`config.mk`:
```
export PLATFORM = sky130hd
export DESIGN_NAME = fsrq_cmdq
export DESIGN_NICKNAME = d
export VERILOG_FILES = /design/src/hw/rtl/fsrq_pkg.sv /design/src/hw/rtl/fsrq_cmdq.sv
export SDC_FILE = /design/constraint.sdc
export NUM_CORES = 1
export LEC_CHECK = 0
export BUFFER_PORTS_ARGS = -buffer_cell sky130_fd_sc_hd__buf_2
export CAP_MARGIN = 0
export CORE_ASPECT_RATIO = 1.25
export CORE_MARGIN = 2
export CORE_UTILIZATION = 47
export DETAILED_ROUTE_END_ITERATION = 8
export PLACE_DENSITY = 0.75
export SLEW_MARGIN = 20
export SYNTH_ARGS = -nofsm -noshare
export SYNTH_HDL_FRONTEND = slang
export SYNTH_SLANG_ARGS = --single-unit
export TNS_END_PERCENT = 100
```
`constraint.sdc`:
```
create_clock -name clk -period 4.4 [get_ports clk]
set_input_delay 0.88 -clock clk [delete_from_list [all_inputs] [get_ports clk]]
set_output_delay 0.88 -clock clk [all_outputs]
set_load 0.05 [all_outputs]
```
`src/hw/rtl/fsrq_pkg.sv`:
```
`default_nettype none

package fsrq_pkg;

    localparam int TASK_DEPTH  = 64;
    localparam int QUEUE_DEPTH = 32;
    localparam int TASK_AW     = $clog2(TASK_DEPTH);
    localparam int SLOT_AW     = $clog2(QUEUE_DEPTH);
    localparam int CNT_W       = $clog2(QUEUE_DEPTH + 1);
    localparam int ID_W        = 6;
    localparam int LVL_W       = 6;
    localparam int VT_W        = 64;
    localparam int WT_W        = 17;
    localparam int WSUM_W      = 22;
    localparam int LEVELS      = 40;
    localparam int CMDQ_DEPTH  = 2;
    localparam int CMDQ_AW     = $clog2(CMDQ_DEPTH);
    localparam int CMDQ_CW     = $clog2(CMDQ_DEPTH + 1);
    localparam int DIV_CW      = $clog2(VT_W);
    localparam int HALF_W      = VT_W / 2;
    localparam int PP_W        = HALF_W + WT_W;
    localparam logic [LVL_W-1:0] NICE0_RESET = LVL_W'(20);
    localparam logic [LVL_W-1:0] LEVEL_MAX   = LVL_W'(LEVELS - 1);

    localparam logic [WT_W-1:0] WEIGHT_TABLE [LEVELS] = '{
        17'd88761, 17'd71755, 17'd56483, 17'd46273, 17'd36291,
        17'd29154, 17'd23254, 17'd18705, 17'd14949, 17'd11916,
        17'd9548,  17'd7620,  17'd6100,  17'd4904,  17'd3906,
        17'd3121,  17'd2501,  17'd1991,  17'd1586,  17'd1277,
        17'd1024,  17'd820,   17'd655,   17'd526,   17'd423,
        17'd335,   17'd272,   17'd215,   17'd172,   17'd137,
        17'd110,   17'd87,    17'd70,    17'd56,    17'd45,
        17'd36,    17'd29,    17'd23,    17'd18,    17'd15
    };

    typedef enum logic [1:0] {
        ACT_LOAD  = 2'd0,
        ACT_TICK  = 2'd1,
        ACT_ENQ   = 2'd2,
        ACT_SCHED = 2'd3
    } action_t;

    typedef enum logic [1:0] {
        ST_OK    = 2'd0,
        ST_EMPTY = 2'd1,
        ST_FULL  = 2'd2,
        ST_NOCUR = 2'd3
    } status_t;

    typedef enum logic [4:0] {
        BK_IDLE,
        BK_LOAD,
        BK_T_RD,
        BK_T_LD,
        BK_T_DV,
        BK_T_RS,
        BK_I_KEY,
        BK_I_CAP,
        BK_I_WALK,
        BK_I_WS,
        BK_I_WC,
        BK_I_SRD,
        BK_I_SWR,
        BK_I_PUT,
        BK_P_RD,
        BK_P_HD,
        BK_P_LV,
        BK_P_SRD,
        BK_P_SWR,
        BK_O_RD,
        BK_O_CAP
    } back_state_t;

    typedef enum logic [2:0] {
        MD_IDLE,
        MD_LO,
        MD_HI,
        MD_ADD,
        MD_DIV
    } md_state_t;

    typedef struct packed {
        logic [1:0]       action;
        logic [ID_W-1:0]  task_id;
        logic [LVL_W-1:0] prio_index;
        logic [VT_W-1:0]  start_run_time;
        logic             requeue_current;
    } in_word_t;

    typedef struct packed {
        logic [ID_W-1:0]   out_task;
        logic [VT_W-1:0]   out_vruntime;
        logic [5:0]        queued_count;
        logic [WSUM_W-1:0] weight_sum;
        logic [1:0]        status;
    } out_word_t;

    typedef struct packed {
        action_t            act;
        logic [TASK_AW-1:0] id;
        logic [LVL_W-1:0]   lvl;
        logic [VT_W-1:0]    start;
        logic               rq;
    } cmd_t;

    function automatic logic [LVL_W-1:0] clamp_level(input logic [LVL_W-1:0] lvl);
        return (lvl > LEVEL_MAX) ? LEVEL_MAX : lvl;
    endfunction

    function automatic logic [WT_W-1:0] weight_of(input logic [LVL_W-1:0] lvl);
        logic [LVL_W-1:0] c;
        c = clamp_level(lvl);
        return WEIGHT_TABLE[c];
    endfunction

    function automatic logic wrap_less(input logic [VT_W-1:0] a, input logic [VT_W-1:0] b);
        logic [VT_W-1:0] d;
        d = a - b;
        return d[VT_W-1];
    endfunction

endpackage

`default_nettype wire

```
`src/hw/rtl/fsrq_cmdq.sv`:
```
`default_nettype none

module fsrq_cmdq (
    input  wire logic            clk,
    input  wire logic            rst_n,
    input  wire logic            push_valid,
    output logic                 push_ready,
    input  wire fsrq_pkg::cmd_t  push_cmd,
    output logic                 pop_valid,
    input  wire logic            pop_ready,
    output fsrq_pkg::cmd_t       pop_cmd
);

    fsrq_pkg::cmd_t                   slot_reg [fsrq_pkg::CMDQ_DEPTH];
    logic [fsrq_pkg::CMDQ_AW-1:0]     wp_reg, wp_next, rp_reg, rp_next;
    logic [fsrq_pkg::CMDQ_CW-1:0]     cnt_reg, cnt_next;
    logic                             do_push, do_pop;

    assign push_ready = cnt_reg != fsrq_pkg::CMDQ_CW'(fsrq_pkg::CMDQ_DEPTH);
    assign pop_valid  = cnt_reg != '0;
    assign pop_cmd    = slot_reg[rp_reg];
    assign do_push    = push_valid && push_ready;
    assign do_pop     = pop_valid && pop_ready;

    always_comb
    begin
        wp_next  = do_push ? wp_reg + fsrq_pkg::CMDQ_AW'(1) : wp_reg;
        rp_next  = do_pop ? rp_reg + fsrq_pkg::CMDQ_AW'(1) : rp_reg;
        cnt_next = cnt_reg;
        if (do_push && !do_pop)
        begin
            cnt_next = cnt_reg + fsrq_pkg::CMDQ_CW'(1);
        end
        else if (do_pop && !do_push)
        begin
            cnt_next = cnt_reg - fsrq_pkg::CMDQ_CW'(1);
        end
    end

    always_ff @(posedge clk or negedge rst_n)
    begin
        if (!rst_n)
        begin
            wp_reg  <= '0;
            rp_reg  <= '0;
            cnt_reg <= '0;
        end
        else
        begin
            wp_reg  <= wp_next;
            rp_reg  <= rp_next;
            cnt_reg <= cnt_next;
        end
    end

    always_ff @(posedge clk)
    begin
        if (do_push)
        begin
            slot_reg[wp_reg] <= push_cmd;
        end
    end

endmodule

`default_nettype wire

```
==> impl_metrics.yaml <==
status:
  status: "finished, final reports clean"
worst_setup_path:
  critPathLaunchType: "flop"
  cp.required_ns: 3.52
  reg2reg_from: "cnt_reg[0]"
  arrival_ns: 2.33
  crit_fanout: 41
  path_class: "flop to primary output"
  r2r_setup_slack_ns: 2.35
  endpoint_kind: "primary output"
  r2r-end: "slot_reg[0][57]"
  r2r_cells: 4
grt:
  grt_pass1_wl_mm: 15.7
  first_global_vias: 3155
  overflow: 0
  met2_usage: 0.248
  met1_usage: 0.164
  gr-usage-all-layers: 0.147
  antenna_found_initial: 3
  use_met3: 0.0577
  grt_busiest_layer: "met2"
  grt_start_max_net_pins: 80
layout:
  area_growth_pct: 23.9
  drive_above_1_share: 0.607
  antenna_cells: 0
  final_common_cell: "buf_2"
  largest_reg_flops: 158
  final_nets: 524
  final_cell_mix: "buf_2 (163), edfxtp_1 (158), mux2_4 (79)"
routing:
  first_iter_violations: 119
  drc: 0
  ant_nets: 0
  num_vias: 3025
  wl_mm: 10.4
  viasPerCell: 4.85
  wl_per_cell_microns: 16.6
  dr.pass1.iters: 4
clock_tree:
  htree_levels: 4
  post_cts_resized: 0
  cts_made_buffers: 17
  cts.sinks: 162
  clock_latency_ns: 0.41
  clkTransAtPathRegs_ns: 0.06
  clockRootBuffer: "clkbuf_16"
  hold_buffers: 0
  cts.path.max_buffers: 2
  cts_tree: "yes"
  cts_setup_buffers: 0
logic_synthesis:
  yosysWarnings: 0
  netlist_area_sq_mm: 0.00630
  ys_seq_area_frac: 0.769
  ys_ff_latch: 162
  syn-instance-count: 264
  syn_avg_cell_area_sq_um: 23.8
  ys_top_cells_by_area: "edfxtp_1 (75%), mux2_4 (19%), buf_12 (2.5%)"
  synth_fp_nets: 348
  synth_top_cell_by_area: "edfxtp_1"
  synth_top_area_frac: 0.754
  ys_types: 14
timing:
  rsz0062_at_grt: "false"
  finalCritPeriodShare: 0.729
  fmax_mhz: 312
  finalHoldViolCount: 0
  min_period_ns: 3.21
  setup_viol: 0
  worst_clock_skew_ns: 0.00718
  holdWs_ns: 0.271
  maxSlewHeadroom: 0.472
  fin_tns_setup_ns: 0
  worst_pin_slew_ns: 0.793
  report.final.slew_viol_count: 0
pwr:
  switching_share: 0.395
  p_sw_uw: 2500
  vdd_drop_max_mv: 0.671
  powerDensity_mw_per_mm2: 810
  comb_power_share: 0.414
  pwr-share-seq: 0.366
  internal_power_uw: 3820
  p_leak_uw: 0.00314
  pwr-share-clk: 0.221
die:
  start_util: 0.478
  coreArea_sq_mm: 0.0132
  die_h_microns: 133
  ios: 164
  die_area_sq_mm: 0.0143
  dieWidth_microns: 108
  row_count: 47
place:
  finalWeightedCongestion: 0.671
  port_buffers: 163
worst_hold_path:
  min_path_type: "primary input to async pin"
job:
  maxCapViolCount: 0
-- per-layer routing --
metal  vias to the layer above  share of wire  routed length [microns]
met5                         -         0.0045                       47
met4                         6          0.021                      219
met3                        19          0.069                      710
met2                       107           0.53                     5460
met1                      1499           0.38                     3930
li1                       1394              -                        -
-- Yosys cell counts (all sizes together) --
master    n
edfxtp  158
mux2     79
buf       9
dfrtp     4
xnor2     3
nand2     2
nor2      2
xor2      2
and3      1
ha        1
inv       1
nand2b    1
or2       1
-- cell type report --
| type | count | area (sq um) |
|---|---|---|
| timing repair buffer | 166 | 876 |
| inverter | 1 | 3.75 |
| tap | 171 | 214 |
| clock inverter | 12 | 134 |
| clock buffer | 20 | 437 |
| fill | 1015 | 5370 |
| multi-input combinational | 92 | 1290 |
| sequential | 162 | 4850 |
-- worst max-delay path by stage --
| stage | endpoint | cells past startpoint | slack (ns) | startpoint |
|---|---|---|---|---|
| final | pop_cmd[60] | 3 | 1.19 | rp_reg |
| after global routing | pop_cmd[60] | 3 | 1.10 | rp_reg |
| after CTS | pop_cmd[60] | 3 | 1.15 | rp_reg |
| after detailed placement | pop_cmd[60] | 3 | 1.60 | rp_reg |
| after global placement | pop_cmd[60] | 3 | 1.62 | rp_reg |
| after floorplan | slot_reg[0][0] | 3 | 0.84 | cnt_reg[0] |
-- critical path, stage by stage (launching register included) --
cell     delay, ns
dfrtp_4       0.95
buf_12        0.37
mux2_4        0.34
buf_2         0.21
-- cell families (layout without fill, tap and decap cells) --
kind of cell / after synthesis / count (layout) / synth area share
flops: 162 / 162 / 0.769
mux: 79 / 79 / 0.188
buf+inv: 10 / 199 / 0.0278
simple gates: 7 / 7 / 0.00537
xor+xnor: 5 / 5 / 0.00696
fa+ha+maj: 1 / 1 / 0.00199
-- per-stage QoR --
stage	worst slack (ns)	instances	total power, uW	cell area (sq um)	utilization
finish	1.19	624	6320	7800	0.592
global route	1.10	624	6580	7800	0.592
CTS	1.15	623	6390	7780	0.591
detailed placement	1.60	591	4990	7210	0.547
global placement	1.62	591	4940	7210	0.547
floorplan	0.838	264	4620	6300	-
-- power groups by stage --
stage | logic, uW | registers (uW) | clock network [uW]
2_1_floorplan | 2390 | 2230 | 0
3_3_place_gp | 2610 | 2330 | 0
3_5_place_dp | 2630 | 2360 | 0
4_1_cts | 2630 | 2320 | 1430
5_1_grt | 2730 | 2350 | 1510
6_report | 2610 | 2310 | 1390
Note: power is estimated with default switching activity, not from simulation.
