## src/hw/rtl/fsrq_pkg.sv

```systemverilog
`default_nettype none

package fsrq_pkg;

    localparam int TASK_DEPTH  = 64;
    localparam int QUEUE_DEPTH = 32;
    localparam int TASK_AW     = $clog2(TASK_DEPTH);
    localparam int SLOT_AW     = $clog2(QUEUE_DEPTH);
    localparam int CNT_W       = $clog2(QUEUE_DEPTH + 1);
    localparam int ID_W        = 6;
    localparam int LVL_W       = 6;
    localparam int VT_W        = 64;
    localparam int WT_W        = 17;
    localparam int WSUM_W      = 22;
    localparam int LEVELS      = 40;
    localparam int CMDQ_DEPTH  = 2;
    localparam int CMDQ_AW     = $clog2(CMDQ_DEPTH);
    localparam int CMDQ_CW     = $clog2(CMDQ_DEPTH + 1);
    localparam int DIV_CW      = $clog2(VT_W);
    localparam int HALF_W      = VT_W / 2;
    localparam int PP_W        = HALF_W + WT_W;
    localparam logic [LVL_W-1:0] NICE0_RESET = LVL_W'(20);
    localparam logic [LVL_W-1:0] LEVEL_MAX   = LVL_W'(LEVELS - 1);

    localparam logic [WT_W-1:0] WEIGHT_TABLE [LEVELS] = '{
        17'd88761, 17'd71755, 17'd56483, 17'd46273, 17'd36291,
        17'd29154, 17'd23254, 17'd18705, 17'd14949, 17'd11916,
        17'd9548,  17'd7620,  17'd6100,  17'd4904,  17'd3906,
        17'd3121,  17'd2501,  17'd1991,  17'd1586,  17'd1277,
        17'd1024,  17'd820,   17'd655,   17'd526,   17'd423,
        17'd335,   17'd272,   17'd215,   17'd172,   17'd137,
        17'd110,   17'd87,    17'd70,    17'd56,    17'd45,
        17'd36,    17'd29,    17'd23,    17'd18,    17'd15
    };

    typedef enum logic [1:0] {
        ACT_LOAD  = 2'd0,
        ACT_TICK  = 2'd1,
        ACT_ENQ   = 2'd2,
        ACT_SCHED = 2'd3
    } action_t;

    typedef enum logic [1:0] {
        ST_OK    = 2'd0,
        ST_EMPTY = 2'd1,
        ST_FULL  = 2'd2,
        ST_NOCUR = 2'd3
    } status_t;

    typedef enum logic [4:0] {
        BK_IDLE,
        BK_LOAD,
        BK_T_RD,
        BK_T_LD,
        BK_T_DV,
        BK_T_RS,
        BK_I_KEY,
        BK_I_CAP,
        BK_I_WALK,
        BK_I_WS,
        BK_I_WC,
        BK_I_SRD,
        BK_I_SWR,
        BK_I_PUT,
        BK_P_RD,
        BK_P_HD,
        BK_P_LV,
        BK_P_SRD,
        BK_P_SWR,
        BK_O_RD,
        BK_O_CAP
    } back_state_t;

    typedef enum logic [2:0] {
        MD_IDLE,
        MD_LO,
        MD_HI,
        MD_ADD,
        MD_DIV
    } md_state_t;

    typedef struct packed {
        logic [1:0]       action;
        logic [ID_W-1:0]  task_id;
        logic [LVL_W-1:0] prio_index;
        logic [VT_W-1:0]  start_run_time;
        logic             requeue_current;
    } in_word_t;

    typedef struct packed {
        logic [ID_W-1:0]   out_task;
        logic [VT_W-1:0]   out_vruntime;
        logic [5:0]        queued_count;
        logic [WSUM_W-1:0] weight_sum;
        logic [1:0]        status;
    } out_word_t;

    typedef struct packed {
        action_t            act;
        logic [TASK_AW-1:0] id;
        logic [LVL_W-1:0]   lvl;
        logic [VT_W-1:0]    start;
        logic               rq;
    } cmd_t;

    function automatic logic [LVL_W-1:0] clamp_level(input logic [LVL_W-1:0] lvl);
        return (lvl > LEVEL_MAX) ? LEVEL_MAX : lvl;
    endfunction

    function automatic logic [WT_W-1:0] weight_of(input logic [LVL_W-1:0] lvl);
        logic [LVL_W-1:0] c;
        c = clamp_level(lvl);
        return WEIGHT_TABLE[c];
    endfunction

    function automatic logic wrap_less(input logic [VT_W-1:0] a, input logic [VT_W-1:0] b);
        logic [VT_W-1:0] d;
        d = a - b;
        return d[VT_W-1];
    endfunction

endpackage

`default_nettype wire

```

## src/hw/rtl/fsrq_front.sv

```systemverilog
`default_nettype none

module fsrq_front (
    input  wire logic              clk,
    input  wire logic              rst_n,
    input  wire logic              in_valid,
    output logic                   in_ready,
    input  wire fsrq_pkg::in_word_t in_data,
    output logic                   push_valid,
    input  wire logic              push_ready,
    output fsrq_pkg::cmd_t         push_cmd
);

    logic           hold_valid_reg, hold_valid_next;
    fsrq_pkg::cmd_t hold_reg;
    fsrq_pkg::cmd_t decoded;
    logic           take;

    always_comb
    begin
        decoded.act   = fsrq_pkg::action_t'(in_data.action);
        decoded.id    = in_data.task_id[fsrq_pkg::TASK_AW-1:0];
        decoded.lvl   = fsrq_pkg::clamp_level(in_data.prio_index);
        decoded.start = in_data.start_run_time;
        decoded.rq    = in_data.requeue_current;
    end

    assign in_ready   = !hold_valid_reg || push_ready;
    assign take       = in_valid && in_ready;
    assign push_valid = hold_valid_reg;
    assign push_cmd   = hold_reg;

    always_comb
    begin
        hold_valid_next = hold_valid_reg;
        if (take)
        begin
            hold_valid_next = 1'b1;
        end
        else if (push_ready)
        begin
            hold_valid_next = 1'b0;
        end
    end

    always_ff @(posedge clk or negedge rst_n)
    begin
        if (!rst_n)
        begin
            hold_valid_reg <= 1'b0;
        end
        else
        begin
            hold_valid_reg <= hold_valid_next;
        end
    end

    always_ff @(posedge clk)
    begin
        if (take)
        begin
            hold_reg <= decoded;
        end
    end

endmodule

`default_nettype wire

```

## config.mk

```make
export PLATFORM = sky130hd
export DESIGN_NAME = fsrq_front
export DESIGN_NICKNAME = d
export VERILOG_FILES = /design/src/hw/rtl/fsrq_pkg.sv /design/src/hw/rtl/fsrq_front.sv
export SDC_FILE = /design/constraint.sdc
export NUM_CORES = 1
export LEC_CHECK = 0
export BUFFER_PORTS_ARGS = -buffer_cell sky130_fd_sc_hd__buf_2
export CAP_MARGIN = 25
export CORE_MARGIN = 10
export CORE_UTILIZATION = 32
export DETAILED_ROUTE_END_ITERATION = 10
export HOLD_SLACK_MARGIN = 0.15
export PLACE_DENSITY = 0.66
export SLEW_MARGIN = 20
export SYNTH_ARGS = -nofsm -noshare
export SYNTH_HDL_FRONTEND = slang
export SYNTH_SLANG_ARGS = --single-unit
```

## constraint.sdc

```tcl
create_clock -name clk -period 1.7 [get_ports clk]
set_input_delay 0.425 -clock clk [delete_from_list [all_inputs] [get_ports clk]]
set_output_delay 0.425 -clock clk [all_outputs]
set_load 0.02 [all_outputs]
```

==> reports/results.txt <==
0 antenna diodes ended up in the layout. The slew at the pin closest to its max-slew limit works out to 0.248 ns. The tool flagged a number of max-cap violations equal to 0. The tools report the number of nets in the synthesized netlist as 173. Along the worst path, the maximum fanout reaches 3. Yosys printed 0 warnings. For the CTS H-tree depth, the log shows 3.

After synthesis, the cell types taking the most area are sky130_fd_sc_hd__edfxtp_1 96%, sky130_fd_sc_hd__dfrtp_1 1.0%, sky130_fd_sc_hd__nand2b_1 1.0%. The logs give 726 µV for the worst ir drop on vdd and 2 for the maximum clock path buffer count. After global routing the overflow that remains totals 0.

The worst hold path depth is 1, and the share of synthesized flip-flops with an asynchronous set or reset is 0.0125. The total detailed-routing wirelength came out at 6850 µm. TritonCTS built the clock tree. The endpoint identified for the worst register-to-register timing path is push_cmd[76]. The tools report the total negative slack for setup checks as 0 ns. The floorplan core area is 7370 µm², and the final RePlAce weighted congestion is 0.716. The synthesized design contains 80 register bits. The tools report the DRC violation count after routing as 0.

The critical path is of the reg2out type. The average cell area after synthesis came out at 27.4 µm². The cell area power density is 1100 nW/µm².

The completed layout was analyzed and its total power is 3.99 mW. The number of global-route vias before repair came out at 1781. The path class of the tightest hold or removal check is in2reg. The die outline height was 108 µm. Hold path startpoint: in_data[0]. The maximum number of pins on one net before global-route repair came out at 48. For the number of nets at the end of the flow, the log shows 349. The share of cells above drive strength 1 was 0.679; the number of clock sinks was 80.

The endpoint class of the critical path is an output port. The initialized floorplan defines 31 standard-cell rows. For the worst setup path, the data required time is 1.27 ns. In this run the remaining antenna-violating nets after routing total 0. The commonest cells after synthesis are 79 x sky130_fd_sc_hd__edfxtp_1, 4 x sky130_fd_sc_hd__nand2b_1, 2 x sky130_fd_sc_hd__nor2b_1. Counting every instance in the synthesized netlist gives 90. Gates resized during post-CTS repair numbered 0. The worst-case reg-to-reg path depth came out at 3. The effective utilization at floorplan was 0.335; the total setup violations reported at the end of the flow was 0. The startpoint of the worst-slack reg-to-reg timing path is push_valid.

For the via total after detailed routing, the log shows 1512. Data on the critical path arrives at its endpoint at 1.01 ns. The filler cells instantiated in the layout total 673.

Worst min-delay path endpoint: push_cmd[0]. In the final layout, flip-flops and latches occupy 2400 µm². The average wire per cell in the routed design was 18.5 µm; the distinct cell type count of the synthesized netlist was 8.

Summed over all instances, the cell type with the most area after synthesis is sky130_fd_sc_hd__edfxtp_1. The area overhead of the layout relative to synthesis was 47.2%. The number of DRC markers in iteration 0 is 62, and the worst-skew pair later-pin latency is 0.35 ns.

In this run the register-to-register setup slack is 0.45 ns. Using the TritonRoute via totals, the vias-per-cell ratio works out to 4.09. For this design the static power due to leakage is 1.54 nW. The run gives 68.8 µm² as the area occupied by multi-input gates. The total count of max-transition violations in the final report came out at 0. The leading cell type by number of instances after synthesis was sky130_fd_sc_hd__edfxtp_1. The run finished with clean final reports. For this run, the detailed router's first-pass iteration total came to 6. In this run, synthesis inferred 79 flip-flops with an integrated enable.

The tree is rooted in a sky130_fd_sc_hd__clkbuf_8. The run gives 0.237 ns as the minimum hold slack. Portion of the clock cycle consumed by the worst path in the final layout: 0.842. Setup repair after global routing left no endpoint under its margin. Once the clock tree was built, the setup fixing pass inserted 0 buffers.

STA classifies the critical path startpoint as a flop. The run gives 0.120 as the overall fraction of global-route tracks in use. The mapped cell area is 2470 µm², and the die boundary width is 108 µm.

For the final database, setup skew stands at 0.0102 ns. The clock transition at the registers of the reported paths is 0.09 ns. The number of failing hold endpoints at the final stage came out at 0. The first global-routing pass estimated 10000 µm of wire. For the initial antenna violation count, the log shows 0.

The minimum period implied by the final worst setup slack was 1.43 ns; the number of buffers created by CTS was 9. The count of input and output buffers works out to 163. For this run, the leading register cell type out of synthesis is sky130_fd_sc_hd__edfxtp_1. The tools report the maximum clock rate as 699 MHz. The floorplan step defined a die boundary enclosing 11600 µm². Worst relative slew slack: 0.835. The portion of synthesized cell area occupied by the leading cell type was 0.960; the boundary pin count was 164. Register area share after synthesis: 0.971.
-- routing by layer --
layer	global-route usage	vias to the layer above	part of all wire
met5	0	-	0
met4	0.0649	0	0.024
met3	0.109	12	0.19
met2	0.186	112	0.49
met1	0.104	679	0.30
li1	-	709	-
-- critical path, stage by stage (launching register included) --
cell                       delay, ns
sky130_fd_sc_hd__dfrtp_1        0.41
sky130_fd_sc_hd__nand2b_4       0.08
sky130_fd_sc_hd__buf_2          0.16
-- how the worst max path moves through the flow --
stage | start | endpoint
3_3_place_gp | push_ready | push_cmd[64]
6_report | push_valid | in_ready
4_1_cts | push_valid | in_ready
2_1_floorplan | push_valid | push_cmd[0]
3_5_place_dp | push_ready | push_cmd[64]
5_1_grt | push_valid | in_ready
-- where the power goes --
part | internal [mW] | total (mW) | switching [mW]
Sequential | 2.30 | 2.32 | 0.0236
Clock | 0.542 | 1.25 | 0.712
Combinational | 0.155 | 0.417 | 0.262
Total | 2.99 | 3.99 | 0.997
-- kinds of logic after synthesis --
logic type | share of synthesized area
buffers and inverters | 0.00152
and+or+nand+nor | 0.0243
DFF | 0.971
AOI/OAI and AO/OA | 0.00355
-- through the flow --
step | std cells | cell area (µm²) | util | setup slack [ns]
after floorplan | 90 | 2470 | - | 0.0532
after global placement | 353 | 3450 | 0.468 | 0.330
after detailed placement | 353 | 3450 | 0.468 | 0.315
after CTS | 370 | 3630 | 0.493 | 0.238
after global routing | 370 | 3630 | 0.493 | 0.222
final | 370 | 3630 | 0.493 | 0.269
-- layout by cell type, fill, tap and decap left out --
cell                            instances
sky130_fd_sc_hd__o21ai_2                1
sky130_fd_sc_hd__buf_2                163
sky130_fd_sc_hd__clkinvlp_4             2
sky130_fd_sc_hd__clkinv_4               2
sky130_fd_sc_hd__nand2b_1               4
sky130_fd_sc_hd__and2_4                 1
sky130_fd_sc_hd__edfxtp_1              79
sky130_fd_sc_hd__nor2b_1                2
sky130_fd_sc_hd__clkbuf_8               9
sky130_fd_sc_hd__dlygate4sd3_1          1
sky130_fd_sc_hd__clkinv_2               1
sky130_fd_sc_hd__buf_12                 2
sky130_fd_sc_hd__inv_6                  2
sky130_fd_sc_hd__dfrtp_1                1
sky130_fd_sc_hd__nand2b_4               1
-- sequential cells by signal, summed over array words and instances (netlist names) --
| signal | count |
|---|---|
| push_cmd | 79 |
| push_valid | 1 |
-- timing repair --
action / 4_1_cts / 5_1_grt
endpoints found under the setup margin: 0 / 0
endpoints found under the hold margin: 1 / 0
hold buffers: 1 / 0
-- final cells by class --
class,instances,area share
flip-flops and latches,80,0.660
well taps,99,0.0341
clock buffers,9,0.0341
clock inverters,7,0.0151
repair buffers,166,0.238
multi-input cells,9,0.0189
(Power assumes the default switching activity.)
